## src/design/drl_pkg.sv

```systemverilog
// shared types and constants for the digit run-length replacer
package drl_pkg;

	// byte and counter widths
	localparam int CHAR_W      = 8;
	localparam int RUN_W       = 13;
	localparam int RUN_SAT     = 8191;
	localparam int MAX_RUN_DEF = 4096;

	// count digits: four bcd digits cover any 13-bit count
	localparam int BCD_DIGITS = 4;
	localparam int DIGITS_W   = 4 * BCD_DIGITS;
	localparam int NDIG_W     = $clog2(BCD_DIGITS + 1);

	// character codes
	localparam logic [CHAR_W-1:0] CHAR_NUL   = 8'h00;
	localparam logic [CHAR_W-1:0] CHAR_ZERO  = 8'h30;
	localparam logic [CHAR_W-1:0] CHAR_NINE  = 8'h39;
	localparam logic [3:0]        ASCII_DIGIT_HI = 4'h3;

	// run counter status handed to the emitter
	typedef struct packed {
		logic              pending;
		logic [NDIG_W-1:0] ndig;
		logic [DIGITS_W-1:0] digits;
	} drl_run_t;

endpackage

```

## src/design/drl_if.sv

```systemverilog
// valid/ready channel interfaces for input bytes and result bytes
interface drl_in_if import drl_pkg::*; ();
	logic              valid;
	logic              ready;
	logic [CHAR_W-1:0] in_char;

	modport source (output valid, output in_char, input ready);
	modport sink   (input valid, input in_char, output ready);
endinterface

interface drl_out_if import drl_pkg::*; ();
	logic              valid;
	logic              ready;
	logic [CHAR_W-1:0] out_char;
	logic              end_of_string;

	modport source (output valid, output out_char, output end_of_string, input ready);
	modport sink   (input valid, input out_char, input end_of_string, output ready);
endinterface

```

## src/design/drl_run_counter.sv

```systemverilog
// saturating run counter kept both in binary and in bcd
module drl_run_counter import drl_pkg::*; #(
	parameter int MAX_RUN = MAX_RUN_DEF
) (
	input  logic     clk,
	input  logic     arst_n,
	input  logic     inc,
	input  logic     clr,
	output drl_run_t status
);

	localparam int RunCap   = (MAX_RUN > RUN_SAT) ? RUN_SAT : MAX_RUN;
	localparam int RunLimit = (RunCap < 1) ? 1 : RunCap;

	logic [RUN_W-1:0]    run_q;
	logic [DIGITS_W-1:0] bcd_q;
	logic [DIGITS_W-1:0] bcd_next;
	logic                below_limit;

	assign below_limit = (run_q < RUN_W'(RunLimit));

	// bcd increment, ripple carry over the digits
	always_comb begin
		logic carry;
		logic [3:0] d;
		carry    = 1'b1;
		bcd_next = bcd_q;
		for (int i = 0; i < BCD_DIGITS; i++) begin
			d = bcd_q[4*i +: 4];
			if (carry) begin
				if (d == 4'd9) begin
					bcd_next[4*i +: 4] = 4'd0;
				end else begin
					bcd_next[4*i +: 4] = d + 4'd1;
					carry = 1'b0;
				end
			end
		end
	end

	// counter registers
	always_ff @(posedge clk or negedge arst_n) begin
		if (!arst_n) begin
			run_q <= '0;
			bcd_q <= '0;
		end else if (clr) begin
			run_q <= '0;
			bcd_q <= '0;
		end else if (inc && below_limit) begin
			run_q <= run_q + RUN_W'(1);
			bcd_q <= bcd_next;
		end
	end

	// digit count and left alignment so the leading digit sits on top
	always_comb begin
		status.pending = (run_q != '0);
		if (bcd_q[15:12] != 4'd0) begin
			status.ndig   = NDIG_W'(4);
			status.digits = bcd_q;
		end else if (bcd_q[11:8] != 4'd0) begin
			status.ndig   = NDIG_W'(3);
			status.digits = {bcd_q[11:0], 4'd0};
		end else if (bcd_q[7:4] != 4'd0) begin
			status.ndig   = NDIG_W'(2);
			status.digits = {bcd_q[7:0], 8'd0};
		end else begin
			status.ndig   = NDIG_W'(1);
			status.digits = {bcd_q[3:0], 12'd0};
		end
	end

endmodule

```

## src/design/digit_run_length_to_decimal.sv

```systemverilog
// top level: replaces each run of decimal digits by its length in decimal
//
// Usage:
//   chars  : input beats, one byte each (in_char); a zero byte ends a string.
//   result : output beats, one byte each (out_char) plus end_of_string,
//            which is set only on the terminating zero byte.
//   A digit byte produces no beat; it bumps a run counter that saturates at
//   the smaller of MAX_RUN and 8191. Any other byte first releases the
//   pending count as one to four ascii digits, then the byte itself.
// Throughput: one input beat per cycle for digits and for bytes that close
//   no run, while result.ready is high. A byte that closes a run occupies
//   the emitter for one output beat per count digit plus one for the byte,
//   during which chars.ready is low until the cycle that moves the byte itself;
//   the emitter hands out one beat per cycle while result.ready is high.
// Order: a byte that closes no run goes through the pending register, then the
//   output register; a closed run puts its count digits out first, then the byte.
// Reset: arst_n clears the run counter and empties both registers.
// Stall: when the receiver holds result.ready low the output register keeps
//   its beat; input is still taken until the pending register is full.
module digit_run_length_to_decimal import drl_pkg::*; #(
	parameter int MAX_RUN = MAX_RUN_DEF
) (
	input  logic      clk,
	input  logic      arst_n,
	drl_in_if.sink    chars,
	drl_out_if.source result
);

	drl_run_t run_st;

	logic                is_digit;
	logic                take;
	logic                pop;

	logic                pend_valid_q;
	logic [NDIG_W-1:0]   pend_cnt_q;
	logic [DIGITS_W-1:0] pend_dig_q;
	logic [CHAR_W-1:0]   pend_char_q;
	logic                pend_eos_q;

	logic                out_valid_q;
	logic [CHAR_W-1:0]   out_char_q;
	logic                out_eos_q;

	// input decode and handshake
	assign is_digit    = (chars.in_char >= CHAR_ZERO) && (chars.in_char <= CHAR_NINE);
	assign take        = chars.valid && chars.ready;
	assign pop         = pend_valid_q && (!out_valid_q || result.ready);
	assign chars.ready = !pend_valid_q || (pop && (pend_cnt_q == '0));

	drl_run_counter #(
		.MAX_RUN(MAX_RUN)
	) u_cnt (
		.clk    (clk),
		.arst_n (arst_n),
		.inc    (take && is_digit),
		.clr    (take && !is_digit),
		.status (run_st)
	);

	// pending register control
	always_ff @(posedge clk or negedge arst_n) begin
		if (!arst_n) begin
			pend_valid_q <= 1'b0;
			pend_cnt_q   <= '0;
		end else if (take && !is_digit) begin
			pend_valid_q <= 1'b1;
			pend_cnt_q   <= run_st.pending ? run_st.ndig : '0;
		end else if (pop) begin
			if (pend_cnt_q != '0) begin
				pend_cnt_q <= pend_cnt_q - NDIG_W'(1);
			end else begin
				pend_valid_q <= 1'b0;
			end
		end
	end

	// pending register payload
	always_ff @(posedge clk) begin
		if (take && !is_digit) begin
			pend_dig_q  <= run_st.digits;
			pend_char_q <= chars.in_char;
			pend_eos_q  <= (chars.in_char == CHAR_NUL);
		end else if (pop && (pend_cnt_q != '0)) begin
			pend_dig_q <= {pend_dig_q[DIGITS_W-5:0], 4'd0};
		end
	end

	// output register control
	always_ff @(posedge clk or negedge arst_n) begin
		if (!arst_n) begin
			out_valid_q <= 1'b0;
		end else if (pop) begin
			out_valid_q <= 1'b1;
		end else if (result.ready) begin
			out_valid_q <= 1'b0;
		end
	end

	// output register payload: a count digit first, else the held byte
	always_ff @(posedge clk) begin
		if (pop) begin
			if (pend_cnt_q != '0) begin
				out_char_q <= {ASCII_DIGIT_HI, pend_dig_q[DIGITS_W-1 -: 4]};
				out_eos_q  <= 1'b0;
			end else begin
				out_char_q <= pend_char_q;
				out_eos_q  <= pend_eos_q;
			end
		end
	end

	assign result.valid         = out_valid_q;
	assign result.out_char      = out_char_q;
	assign result.end_of_string = out_eos_q;

endmodule

```

## src/flat_wrapper.sv

```systemverilog
// flat-port wrapper written by rule: the top's interface ports become plain ports
module digit_run_length_to_decimal_flat import drl_pkg::*;
#(
	parameter int MAX_RUN = MAX_RUN_DEF
)
  (clk, arst_n, chars_valid, chars_in_char, chars_ready, result_valid, result_out_char, result_end_of_string, result_ready);
  drl_in_if chars_i ();
  drl_out_if result_i ();
  input  logic clk;
  input  logic arst_n;
  input wire logic [$bits(chars_i.valid)-1:0] chars_valid;
  input wire logic [$bits(chars_i.in_char)-1:0] chars_in_char;
  output wire logic [$bits(chars_i.ready)-1:0] chars_ready;
  output wire logic [$bits(result_i.valid)-1:0] result_valid;
  output wire logic [$bits(result_i.out_char)-1:0] result_out_char;
  output wire logic [$bits(result_i.end_of_string)-1:0] result_end_of_string;
  input wire logic [$bits(result_i.ready)-1:0] result_ready;
  assign chars_i.valid = chars_valid;
  assign chars_i.in_char = chars_in_char;
  assign chars_ready = chars_i.ready;
  assign result_valid = result_i.valid;
  assign result_out_char = result_i.out_char;
  assign result_end_of_string = result_i.end_of_string;
  assign result_i.ready = result_ready;
  digit_run_length_to_decimal #(.MAX_RUN(MAX_RUN)) u_core (.clk(clk), .arst_n(arst_n), .chars(chars_i), .result(result_i));
endmodule
```

## config.mk

```make
export PLATFORM = sky130hd
export DESIGN_NAME = digit_run_length_to_decimal_flat
export DESIGN_NICKNAME = d
export VERILOG_FILES = /design/src/design/drl_pkg.sv /design/src/design/drl_if.sv /design/src/design/drl_run_counter.sv /design/src/design/digit_run_length_to_decimal.sv /design/src/flat_wrapper.sv
export SDC_FILE = /design/constraint.sdc
export NUM_CORES = 1
export LEC_CHECK = 0
export BUFFER_PORTS_ARGS = -buffer_cell sky130_fd_sc_hd__buf_2
export CORE_UTILIZATION = 60
export CTS_BUF_LIST = sky130_fd_sc_hd__clkbuf_16
export CTS_CLUSTER_DIAMETER = 30
export DETAILED_ROUTE_END_ITERATION = 8
export GPL_TIMING_DRIVEN = 0
export PLACE_DENSITY_LB_ADDON = 0.12
export SYNTH_ARGS = -nofsm -noshare
export SYNTH_HDL_FRONTEND = slang
export SYNTH_SLANG_ARGS = --single-unit
```

## constraint.sdc

```tcl
create_clock -name clk -period 3.02 [get_ports clk]
set_clock_uncertainty 0.1 [all_clocks]
set_input_delay 0.151 -clock clk [delete_from_list [all_inputs] [get_ports clk]]
set_output_delay 0.151 -clock clk [all_outputs]
set_load 0.02 [all_outputs]
```

==> impl_results.md, run 1 <==
* PD cells at 944 mW/mm2
* Hold WC Path Type: input pin to flop
* Global placer's final weighted congestion at 0.938
* Residual DRC count at 0
* Total wire length after detailed routing at 8590 um
* Synth-to-layout area growth at 18.3%
* Initial cell density of the core at 63.9%
* Number of I/O port buffers at 22
* Share of the yosys chip area belonging to registers at 51.6%
* Outcome: completed
* Maximum resistive drop on vdd at 740 uV
* Clock Sinks at between 60 and 70
* Clk_lat worst skew at 0.33 ns
* Synth async-reset ratio at 50.0%
* Wire length of the first global-routing pass at between 10000 and 15000 um
* Total power at 0.00405 W
* Final worst-path cycle share at 95.2%
* Antenna violations before repair at 0
* Maximum number of buffers from clock root to sink at 2
* Commonest cells after routing, fill and taps aside: nor2_1 (36), nand2_1 (36), edfxtp_1 (34), dfrtp_1 (34), o21ai_0 (29)
* Timing-limited maximum frequency at roughly 350 MHz
* Cell area reported after detailed placement at about 0.0038 mm2
* R2R depth at 9
* Post-synthesis register bit count at 68
* Post-route worst hold slack at 0.0826 ns
* Routed wire per std cell at 18.0 um
* Most frequently used flop master after synthesis: edfxtp_1
* Crit Path Class: flop to flop
* Final min period at around 2.9 ns
* CTS buffer count at 9
* Transition at the pin with the smallest max-transition slack at 0.962 ns
* Number of max-cap violations at 0
* Violation count after the first detailed-routing iteration at ~260
* Mean area per synthesized cell at 10.1 um2
* Synth Warn # at 0
* Cell area after layout at 0.00429 mm2
* Number of slew-limit violations in the final report at 0
* Detailed placement HPWL at between 5000 and 6000 um
* TritonCTS clock tree: built
* FF-to-FF setup slack at 0.15 ns
* Final-report hold violation count at 0
* H-tree depth at 3
* Core Rows at 27
* Residual overflow from global routing at 0
* Io pins at 23
* Fill cells at 387
* Via/cell ratio at 6.15
* Die outline area at 0.00636 mm2
* Syn nets at around 390
* Clock-pin slew of the registers on the worst-case setup and hold paths at about 0.06 ns
* Kind of start point of the critical path: flop
* Static power due to leakage at 1.79 nW
* Cell breakdown of the critical path: inv_1 > ha_1 > nor2b_1 > buf_4 > a21bo_1 > buf_6 > nand3_4 > clkbuf_1 > nand2_2
* Master of the slowest instance on the critical path: clkbuf_1
* Max Fanout on Critical Path at 16
* GRT Total Usage at between 30 and 40%
* Worst Slack Setup Final at ~0.15 ns
* Die Ht at 79.7 um
* Number of distinct library cells after synthesis at 52
* Fraction of layout instances using a drive strength above 1 at 14.8%
* Number of post-CTS setup repair buffers at 0
* Via count of the first global-routing pass at 2870
* Die Width at 79.7 um
* Antenna cells at 0
* Combined area of all synthesized cells at 0.00363 mm2
* Total iterations of the first detailed-routing run at 6
* Synth Instances at around 360
* Number of synthesized flops with an enable pin at 34
* Remaining max-slew budget at the tightest pin at 35.9%
* RSZ-0062 raised after global routing: false
* Root buf cell: clkbuf_16
* Required time at the worst-slack endpoint at 2.89 ns
* Area inside the core boundary at 0.00568 mm2
* Sum Neg Setup Slack at 0 ns
* Worst slack after detailed placement at 0.0188 ns
* Endpoint kind of the worst setup timing path: flop
* Cells on Worst Hold Path at 3
* Antenna Nets Post-Route at 0
* Maximum number of pins on one net before global-route repair at 35
* Peak per-stage delay on the critical path at between 0.5 and 0.6 ns
* Setup violations, final at 0
* Total Nets Final at approximately 430
* Detailed-route via count at 2933
* Critical Path AT at between 2 and 3 ns
critical path, delay by kind of cell (launching register included):
family / cells / cell delay, ns
buf+inv: 4 / 0.90
fa+ha+maj: 1 / 0.21
compound gates: 1 / 0.20
simple gates: 3 / 0.72
flops: 1 / 0.37
routing by layer:
layer | track usage [%] | routed length, um
met1 | 39.2 | 3660
met2 | 49.8 | 4180
met3 | 6.40 | 508
met4 | 14.3 | 232
met5 | 0 | 0
synthesized netlist by cell type, drive strengths merged (3+ instances only):
library cell  instances  share of area (%)
mux2i                 3               0.83
edfxtp               34                 28
buf                   7                1.8
or3b                  3               0.72
or3                  10                1.8
nand2                37                3.8
and2                  6                1.1
nor2b                 5               0.86
a221oi                8                1.9
clkbuf                7                1.0
dfrtp                34                 23
a21oi                25                3.5
and3                  8                1.4
nand2b                7                1.2
nand4                 7                1.6
nand3                16                2.6
nor4                  4               0.69
or4                   4               0.83
nor3b                 5                1.0
ha                   15                5.2
o21ai                30                4.1
nor2                 36                3.7
a31oi                 3               0.52
xor2                  6                1.4
inv                  17                1.9
where the power goes:
group	switching [W]	internal (W)	total, W
Combinational	0.000822	0.000406	0.00123
Sequential	0.000156	0.00134	0.00150
Clock	0.000423	0.000898	0.00132
Total	0.00140	0.00265	0.00405
per-stage QoR:
stage                     cells  utilization, %
after floorplan             358               -
after detailed placement    452            67.4
final                       477            75.6
after CTS                   477            75.6
after global routing        477            75.6
after global placement      452            67.4
state kept, by name, summed over array words and instances, names as in the netlist:
register / count
u_core.pend_char_q: 8
u_core.pend_cnt_q: 3
u_core.pend_dig_q: 16
u_core.pend_eos_q: 1
u_core.pend_valid_q: 1
u_core.result.end_of_string: 1
u_core.result.out_char: 8
u_core.result.valid: 1
u_core.u_cnt.bcd_q: 16
u_core.u_cnt.run_q: 13
cells by family (layout without fill, tap and decap cells):
| kind of cell | count (synthesis) | count (layout) | share of synthesized area (%) |
|---|---|---|---|
| buffers and inverters | 31 | 78 | 4.69 |
| DFF | 68 | 68 | 51.6 |
| xor gates and xnor gates | 8 | 8 | 1.93 |
| and+or+nand+nor | 158 | 158 | 23.7 |
| AOI/OAI and AO/OA | 75 | 75 | 12.1 |
| muxes | 3 | 3 | 0.828 |
| adders and majority gates | 15 | 15 | 5.18 |
path summary, 6_finish.rpt:
check	end	start
setup / recovery	u_core.pend_dig_q[8]$_DFFE_PP_	u_core.pend_cnt_q[1]$_DFFE_PN0P_
hold / removal	u_core.result.valid$_DFFE_PN0P_	result_ready
setup reg to reg	u_core.pend_dig_q[8]$_DFFE_PP_	u_core.pend_cnt_q[1]$_DFFE_PN0P_
hold reg to reg	u_core.result.out_char[5]$_SDFFCE_PN1P_	u_core.pend_char_q[5]$_DFFE_PP_
max in group asynchronous	u_core.u_cnt.bcd_q[5]$_DFFE_PN0P_	arst_n
min in group asynchronous	u_core.u_cnt.bcd_q[13]$_DFFE_PN0P_	arst_n
what timing repair did:
| item | CTS | global route |
|---|---|---|
| gates resized for setup | 1 | 0 |
| endpoints found under the hold margin | 42 | 0 |
| hold buffers | 9 | 0 |
| setup endpoints to repair | 16 | 0 |
layout make-up:
class | instances | area [um2] | area share, %
Buffer | 14 | 101 | 2.36
Clock inverter | 7 | 146 | 3.41
Clock buffer | 9 | 225 | 5.25
Sequential cell | 68 | 1870 | 43.6
Tap cell | 72 | 90.1 | 2.10
Inverter | 17 | 68.8 | 1.60
Timing Repair Buffer | 31 | 200 | 4.67
Multi-Input combinational cell | 259 | 1590 | 37.0
(Power assumes the default switching activity.)
==> run 2, diff against run 1 <==
--- a/config.mk
+++ b/config.mk
@@ -5,8 +5,9 @@
 export SDC_FILE = /design/constraint.sdc
 export NUM_CORES = 1
 export LEC_CHECK = 0
+export ABC_AREA = 1
 export BUFFER_PORTS_ARGS = -buffer_cell sky130_fd_sc_hd__buf_2
-export CORE_UTILIZATION = 60
+export CORE_UTILIZATION = 61
 export CTS_BUF_LIST = sky130_fd_sc_hd__clkbuf_16
 export CTS_CLUSTER_DIAMETER = 30
 export DETAILED_ROUTE_END_ITERATION = 8
==> run 2 against run 1 <==
Against the previous run:
- via count up 15%
- non-clock buffer count up 2
- critical endpoint is now u_core.pend_dig_q[13]$_DFFE_PP_
- largest power group unchanged
- largest cell class unchanged
- count of clock-buffer cells in the layout unchanged
- final cell count up 26%
- die area up 6.2%
- sequential share of layout area down 2.3 points
- fmax up 23%
- critical path depth unchanged
- worst hold slack worse by 0.053 ns
- sequential cell count unchanged
==> impl_results.md, run 2 <==
* Top cells by instance count after synthesis: nand2_1 (166), inv_1 (48), nor2_1 (48)
* Wire length of the first global-routing pass at 14600 um
* Antenna Nets Post-Route at 0
* Violation count after the first detailed-routing iteration at 214
* PostCTS Resize Cnt at 0
* Cell breakdown of the critical path: inv_1 > ha_1 > inv_1 > nor2_4 > nand2_2 > nand2_4 > nand3_4 > buf_6 > nand2_1
* Via/cell ratio at 5.57
* Sum Neg Setup Slack at 0 ns
* Total power at about 0.0038 W
* Maximum resistive drop on vdd at 549 uV
* Most frequent cell after synthesis: nand2_1
* Routed wire per std cell at 14.8 um
* Critical Path AT at approximately 2.2 ns
* RSZ-0062 raised after global routing: false
* Mean area per synthesized cell at ~8 um2
* Required time at the worst-slack endpoint at 2.88 ns
* Number of synthesized flops with an enable pin at 34
* Core Rows at 28
* Global placer's final weighted congestion at about 0.9
* Root buf cell: clkbuf_16
* Commonest cells after routing, fill and taps aside: nand2_1 (166), inv_1 (48), nor2_1 (48)
* Total Nets Final at between 500 and 600
* Number of distinct library cells after synthesis at 29
* Master of the slowest instance on the critical path: nand2_1
* Cell type group with the largest total delay on the critical path: simple AND/OR/NAND/NOR gates
* PD cells at approximately 840 mW/mm2
* Worst Slack Setup Final at between 0.6 and 0.7 ns
* Post-synthesis register bit count at 68
* Synth Warn # at 0
* Die outline area at 0.00675 mm2
* Setup violations, final at 0
* Final worst-path cycle share at 77.6%
* Clk_lat worst skew at 0.33 ns
* Static power due to leakage at 2.17 nW
* Worst slack after detailed placement at 0.680 ns
* Most common cell after layout, fill and taps aside: nand2_1
* Timing-limited maximum frequency at 427 MHz
* Total buffers and inverters traversed by the critical path at 3
* Clock-pin slew of the registers on the worst-case setup and hold paths at roughly 0.060 ns
* Max Fanout on Critical Path at 17
* Share of the yosys chip area belonging to registers at 47.7%
* Number of slew-limit violations in the final report at 0
* Die Ht at 82.2 um
* Maximum number of buffers from clock root to sink at 2
* GRT Total Usage at 29.5%
* Detailed-route via count at 3361
* Combined area of all synthesized cells at 0.00392 mm2
* Synth async-reset ratio at 50.0%
* Number of max-cap violations at 0
* Via count of the first global-routing pass at between 3000 and 4000
* Area inside the core boundary at a little over 0.006 mm2
* Initial cell density of the core at 64.7%
* Clock Sinks at 68
* Yosys top cell area share at 26.0%
* Synth Instances at slightly below 500
* Number of post-CTS setup repair buffers at 0
* Final min period at roughly 2.3 ns
* Io pins at 23
* CTS buffer count at 9
* Kind of start point of the critical path: flop
* Synth-to-layout area growth at 15.6%
* Crit Path Class: flop to flop
* Dominant cell type by area after synthesis: edfxtp_1
* Outcome: completed
* Antenna violations before repair at 0
* Number of I/O port buffers at 22
* Residual DRC count at 0
* Worst path most repeated cell: inv_1
* TritonCTS clock tree: built
* Antenna cells at 0
* Residual overflow from global routing at 0
* Transition at the pin with the smallest max-transition slack at between 0.7 and 0.8 ns
* Peak per-stage delay on the critical path at ~0.52 ns
* Total iterations of the first detailed-routing run at 5
* Final-report hold violation count at 0
* Hold WC Path Type: input pin to flop
* Registers with the highest flip-flop counts: u_core.pend_dig_q x16, u_core.u_cnt.bcd_q x16, u_core.u_cnt.run_q x13
* Syn nets at 508
* Endpoint kind of the worst setup timing path: flop
* Total wire length after detailed routing at 8920 um
* Die Width at around 82 um
* Remaining max-slew budget at the tightest pin at 47.3%
* Maximum number of pins on one net before global-route repair at 35
* Post-route core utilization at 74.8%
* Detailed placement HPWL at 6120 um
* Most frequently used flop master after synthesis: edfxtp_1
* H-tree depth at 3
* Fraction of layout instances using a drive strength above 1 at between 10 and 15%
* Most area-consuming cells after synthesis: edfxtp_1 (26%), dfrtp_1 (22%), nand2_1 (16%)
==> run 2: repair_timing <==
item | CTS | global route
hold endpoints to repair | 42 | 0
hold buffers | 9 | 0
endpoints found under the setup margin | 0 | 0
==> run 2: cell families after synthesis <==
| logic type | Yosys count | synth area share [%] |
|---|---|---|
| compound gates | 25 | 3.45 |
| xor+xnor | 9 | 2.01 |
| fa+ha+maj | 15 | 4.79 |
| buf+inv | 66 | 7.53 |
| flops | 68 | 47.7 |
| simple gates | 298 | 34.5 |
==> run 2: worst paths after layout <==
| path | slack, ns | cells after the start | end | start |
|---|---|---|---|---|
| max | 0.68 | 9 | u_core.pend_dig_q[13]$_DFFE_PP_ | u_core.pend_cnt_q[0]$_DFFE_PN0P_ |
| min | 0.03 | 4 | u_core.result.valid$_DFFE_PN0P_ | result_ready |
| max reg2reg | 0.68 | 9 | u_core.pend_dig_q[13]$_DFFE_PP_ | u_core.pend_cnt_q[0]$_DFFE_PN0P_ |
| min reg2reg | 0.40 | 1 | u_core.result.out_char[4]$_SDFFCE_PN1P_ | u_core.pend_char_q[4]$_DFFE_PP_ |
| max in group asynchronous | 1.98 | 2 | u_core.u_cnt.bcd_q[15]$_DFFE_PN0P_ | arst_n |
| min in group asynchronous | 0.34 | 2 | u_core.u_cnt.bcd_q[7]$_DFFE_PN0P_ | arst_n |
==> run 2: layer usage <==
| metal | vias up | wire (um) | global-route usage (%) |
|---|---|---|---|
| met4 | 0 | 146 | 12.1 |
| met3 | 20 | 496 | 5.71 |
| met2 | 129 | 4420 | 50.0 |
| met1 | 1566 | 3860 | 36.8 |
| met5 | - | 0 | 0 |
| li1 | 1646 | - | - |
==> run 2: layout make-up <==
class / instances / area [um2]
Sequential cell: 68 / 1870
Multi-Input combinational cell: 347 / 1750
Fill cell: 450 / 1530
Clock buffer: 9 / 225
Timing Repair Buffer: 31 / 200
Inverter: 50 / 188
Buffer: 16 / 108
Tap cell: 75 / 93.8
Clock inverter: 7 / 91.3
==> run 2: worst reg2reg max path, cell delays in order (launching register included) <==
cell and delay (ns):
dfrtp_1 0.37, inv_1 0.10, ha_1 0.15, inv_1 0.06
nor2_4 0.17, nand2_2 0.09, nand2_4 0.11, nand3_4 0.13
buf_6 0.17, nand2_1 0.52
==> run 2: power by group <==
group | switching [W] | internal [W] | total [W]
combinational | 0.000834 | 0.000369 | 0.00120
clock | 0.000396 | 0.000718 | 0.00111
sequential | 0.000145 | 0.00134 | 0.00148
==> run 2: metrics by stage <==
step	area (um2)	hold WS [ns]	cells
after floorplan	3920	-0.245	481
after global placement	4120	0.170	578
after detailed placement	4120	0.169	578
after CTS	4530	0.0346	603
after global routing	4530	0.0442	603
final	4530	0.0295	603
==> run 3, diff against run 2 <==
--- a/config.mk
+++ b/config.mk
@@ -7,7 +7,7 @@
 export LEC_CHECK = 0
 export ABC_AREA = 1
 export BUFFER_PORTS_ARGS = -buffer_cell sky130_fd_sc_hd__buf_2
-export CORE_UTILIZATION = 61
+export CORE_UTILIZATION = 55
 export CTS_BUF_LIST = sky130_fd_sc_hd__clkbuf_16
 export CTS_CLUSTER_DIAMETER = 30
 export DETAILED_ROUTE_END_ITERATION = 8
==> constraint.sdc (replaced) <==
create_clock -name clk -period 2.1 [get_ports clk]
set_clock_uncertainty 0.1 [all_clocks]
set_input_delay 0.105 -clock clk [delete_from_list [all_inputs] [get_ports clk]]
set_output_delay 0.105 -clock clk [all_outputs]
set_load 0.02 [all_outputs]
==> run 3 against run 2 <==
Against the previous run:
- critical path type unchanged
- core utilization shrank 7.6 points
- non-clock buffer count up 2
- combinational power increased by 46%
- sequential power is 44% higher
- final cell count increased by 3.8%
- highest routed layer unchanged
==> impl_results.md, run 3 (synthesis results as in run 2) <==
* Maximum resistive drop on vdd at 466 uV
* Initial cell density of the core at between 50 and 60%
* Synth-to-layout area growth at 17.0%
* RSZ-0062 raised after global routing: false
* Number of max-cap violations at 0
* TritonCTS clock tree: built
* Die Width at 86.4 um
* Maximum number of buffers from clock root to sink at 2
* Number of I/O port buffers at 22
* FF-to-FF setup slack at 0.15 ns
* Final worst-path cycle share at 92.6%
* Setup violations, final at 0
* Reg-to-Reg Start: u_core.u_cnt.bcd_q[1]$_DFFE_PN0P_
* Required time at the worst-slack endpoint at 2.22 ns
* H-tree depth at 3
* Hold WC Path Type: input pin to flop
* Cell type group with the largest total delay on the critical path: simple AND/OR/NAND/NOR gates
* Routed wire per std cell at 13.7 um
* Path length in cells of the critical path at 11
* Timing-limited maximum frequency at 514 MHz
* Most common cell after layout, fill and taps aside: nand2_1
* Via/cell ratio at 5.34
* Clk_lat worst skew at 0.33 ns
* Global placer's final weighted congestion at 0.920
* Via count of the first global-routing pass at approximately 3200
* Cell area after layout at 0.00459 mm2
* Final-report hold violation count at 0
* Capturing instance or port of the critical path: u_core.u_cnt.bcd_q[15]$_DFFE_PN0P_
* Fraction of layout instances using a drive strength above 1 at 14.5%
* Clock-pin slew of the registers on the worst-case setup and hold paths at about 0.050 ns
* Clock Sinks at between 60 and 70
* Root buf cell: clkbuf_16
* Commonest cells after routing, fill and taps aside: nand2_1 (165), inv_1 (50), nor2_1 (47)
* Endpoint kind of the worst setup timing path: flop
* GRT Total Usage at roughly 25%
* R2R depth at 11
* Worst slack after detailed placement at -0.273 ns
* Static power due to leakage at approximately 2.2 nW
* Critical Path AT at 2.06 ns
* Maximum number of pins on one net before global-route repair at 35
* Final min period at 1.95 ns
* Area inside the core boundary at 0.00683 mm2
* Fill cells at 559
* Residual DRC count at 0
* Total Nets Final at between 500 and 600
* Worst path most repeated cell: nand2_1
* Die outline area at approximately 0.0075 mm2
* Antenna Nets Post-Route at 0
* Crit Path Class: flop to flop
* Number of slew-limit violations in the final report at 0
* Remaining max-slew budget at the tightest pin at a little under half
* Cell area reported after detailed placement at between 0.004 and 0.005 mm2
* Registers with the highest flip-flop counts: u_core.pend_dig_q x16, u_core.u_cnt.bcd_q x16, u_core.u_cnt.run_q x13
* Total iterations of the first detailed-routing run at 5
* Total wire length after detailed routing at 8600 um
* PD cells at 1190 mW/mm2
* Cell breakdown of the critical path: inv_1 > ha_1 > nand2_1 > nor2_4 > nand2_1 > inv_2 > nand2_2 > inv_1 > nand2_1 > nand3_1 > nand2_1
* Detailed-route via count at 3341
* Peak per-stage delay on the critical path at ~0.45 ns
* Wire length of the first global-routing pass at 14400 um
* Residual overflow from global routing at 0
* Transition at the pin with the smallest max-transition slack at roughly 0.80 ns
* Worst Slack Setup Final at 0.155 ns
* Antenna violations before repair at 0
* Detailed placement HPWL at 5890 um
* Critical Path Source: u_core.u_cnt.bcd_q[1]$_DFFE_PN0P_
* Kind of start point of the critical path: flop
* Core Rows at 30
* Outcome: completed
* Total buffers and inverters traversed by the critical path at 3
* Critical register-to-register path endpoint: u_core.u_cnt.bcd_q[15]$_DFFE_PN0P_
* Die Ht at 86.4 um
* CTS buffer count at 9
* Io pins at 23
* Master of the slowest instance on the critical path: dfrtp_1
* Violation count after the first detailed-routing iteration at 245
* Antenna cells at 0
* Max Fanout on Critical Path at 8
run 3: cell count changes in the layout (fill, tap and decap cells not counted):
cell and change:
clkinvlp_4 -2, buf_6 +1, inv_1 +2, clkinv_1 -1, clkinv_2 +1, nor2_4 +1
nand2_4 +1, clkbuf_2 +1, nand2_1 -1, clkbuf_1 -1, dlygate4sd3_1 +1, nor2_1 -1
run 3: worst min-delay path by stage:
stage / start / to / slack (ns) / cells past startpoint
final: chars_valid / u_core.u_cnt.run_q[12]$_DFFE_PN0P_ / 0.12 / 5
after global routing: chars_valid / u_core.u_cnt.run_q[12]$_DFFE_PN0P_ / 0.14 / 5
after CTS: chars_valid / u_core.u_cnt.run_q[12]$_DFFE_PN0P_ / 0.12 / 5
after detailed placement: arst_n / u_core.u_cnt.bcd_q[11]$_DFFE_PN0P_ / 0.15 / 1
after global placement: arst_n / u_core.u_cnt.bcd_q[11]$_DFFE_PN0P_ / 0.15 / 1
after floorplan: arst_n / u_core.pend_cnt_q[0]$_DFFE_PN0P_ / -0.29 / 0
run 3: worst min-delay path, cell delays in order:
cell and delay, ns:
buf_2 0.14, nand2_4 0.10, nor3_1 0.05, nor2_1 0.08, nor2_1 0.04
run 3: report_power, final:
| group | total, W | internal, W | switching [W] | leakage, nW |
|---|---|---|---|---|
| Sequential | 0.00213 | 0.00192 | 0.000206 | 0.790 |
| Clock | 0.00158 | 0.00103 | 0.000558 | 0.159 |
| Combinational | 0.00175 | 0.000557 | 0.00120 | 1.25 |
| Total | 0.00547 | 0.00351 | 0.00196 | 2.20 |
run 3: layer usage:
layer | vias up | part of all wire (%) | wire, um | GRT usage [%]
li1 | 1643 | - | - | -
met4 | 0 | 2.0 | 172 | 11.2
met1 | 1568 | 44 | 3790 | 32.5
met5 | - | 0 | 0 | 0
met2 | 113 | 49 | 4190 | 42.6
met3 | 17 | 5.2 | 449 | 4.57
run 3: what timing repair did:
| item | 4_1_cts | 5_1_grt |
|---|---|---|
| hold endpoints to repair | 44 | 0 |
| pin swaps | 0 | 1 |
| endpoints found under the setup margin | 17 | 30 |
| hold buffers | 10 | 0 |
| gates resized for setup | 2 | 5 |
| setup buffers | 0 | 1 |
run 3: area by class of cell:
class | count | area, um2 | share of cell area [%]
Inverter | 50 | 188 | 4.09
Tap cell | 96 | 120 | 2.62
Clock inverter | 7 | 85.1 | 1.85
Timing Repair Buffer | 33 | 218 | 4.75
Clock buffer | 9 | 225 | 4.91
Buffer | 16 | 113 | 2.45
Sequential cell | 68 | 1870 | 40.8
Multi-Input combinational cell | 347 | 1770 | 38.5
run 3: metrics by stage:
stage | util (%) | power, W | hold WS (ns) | TNS [ns] | cells
after floorplan | - | 0.00335 | -0.291 | 0 | 481
final | 67.2 | 0.00547 | 0.122 | 0 | 626
after detailed placement | 60.8 | 0.00383 | 0.154 | -4.57 | 599
after global routing | 67.2 | 0.00580 | 0.143 | 0 | 626
after global placement | 60.8 | 0.00379 | 0.150 | -3.88 | 599
after CTS | 66.9 | 0.00545 | 0.122 | 0 | 625
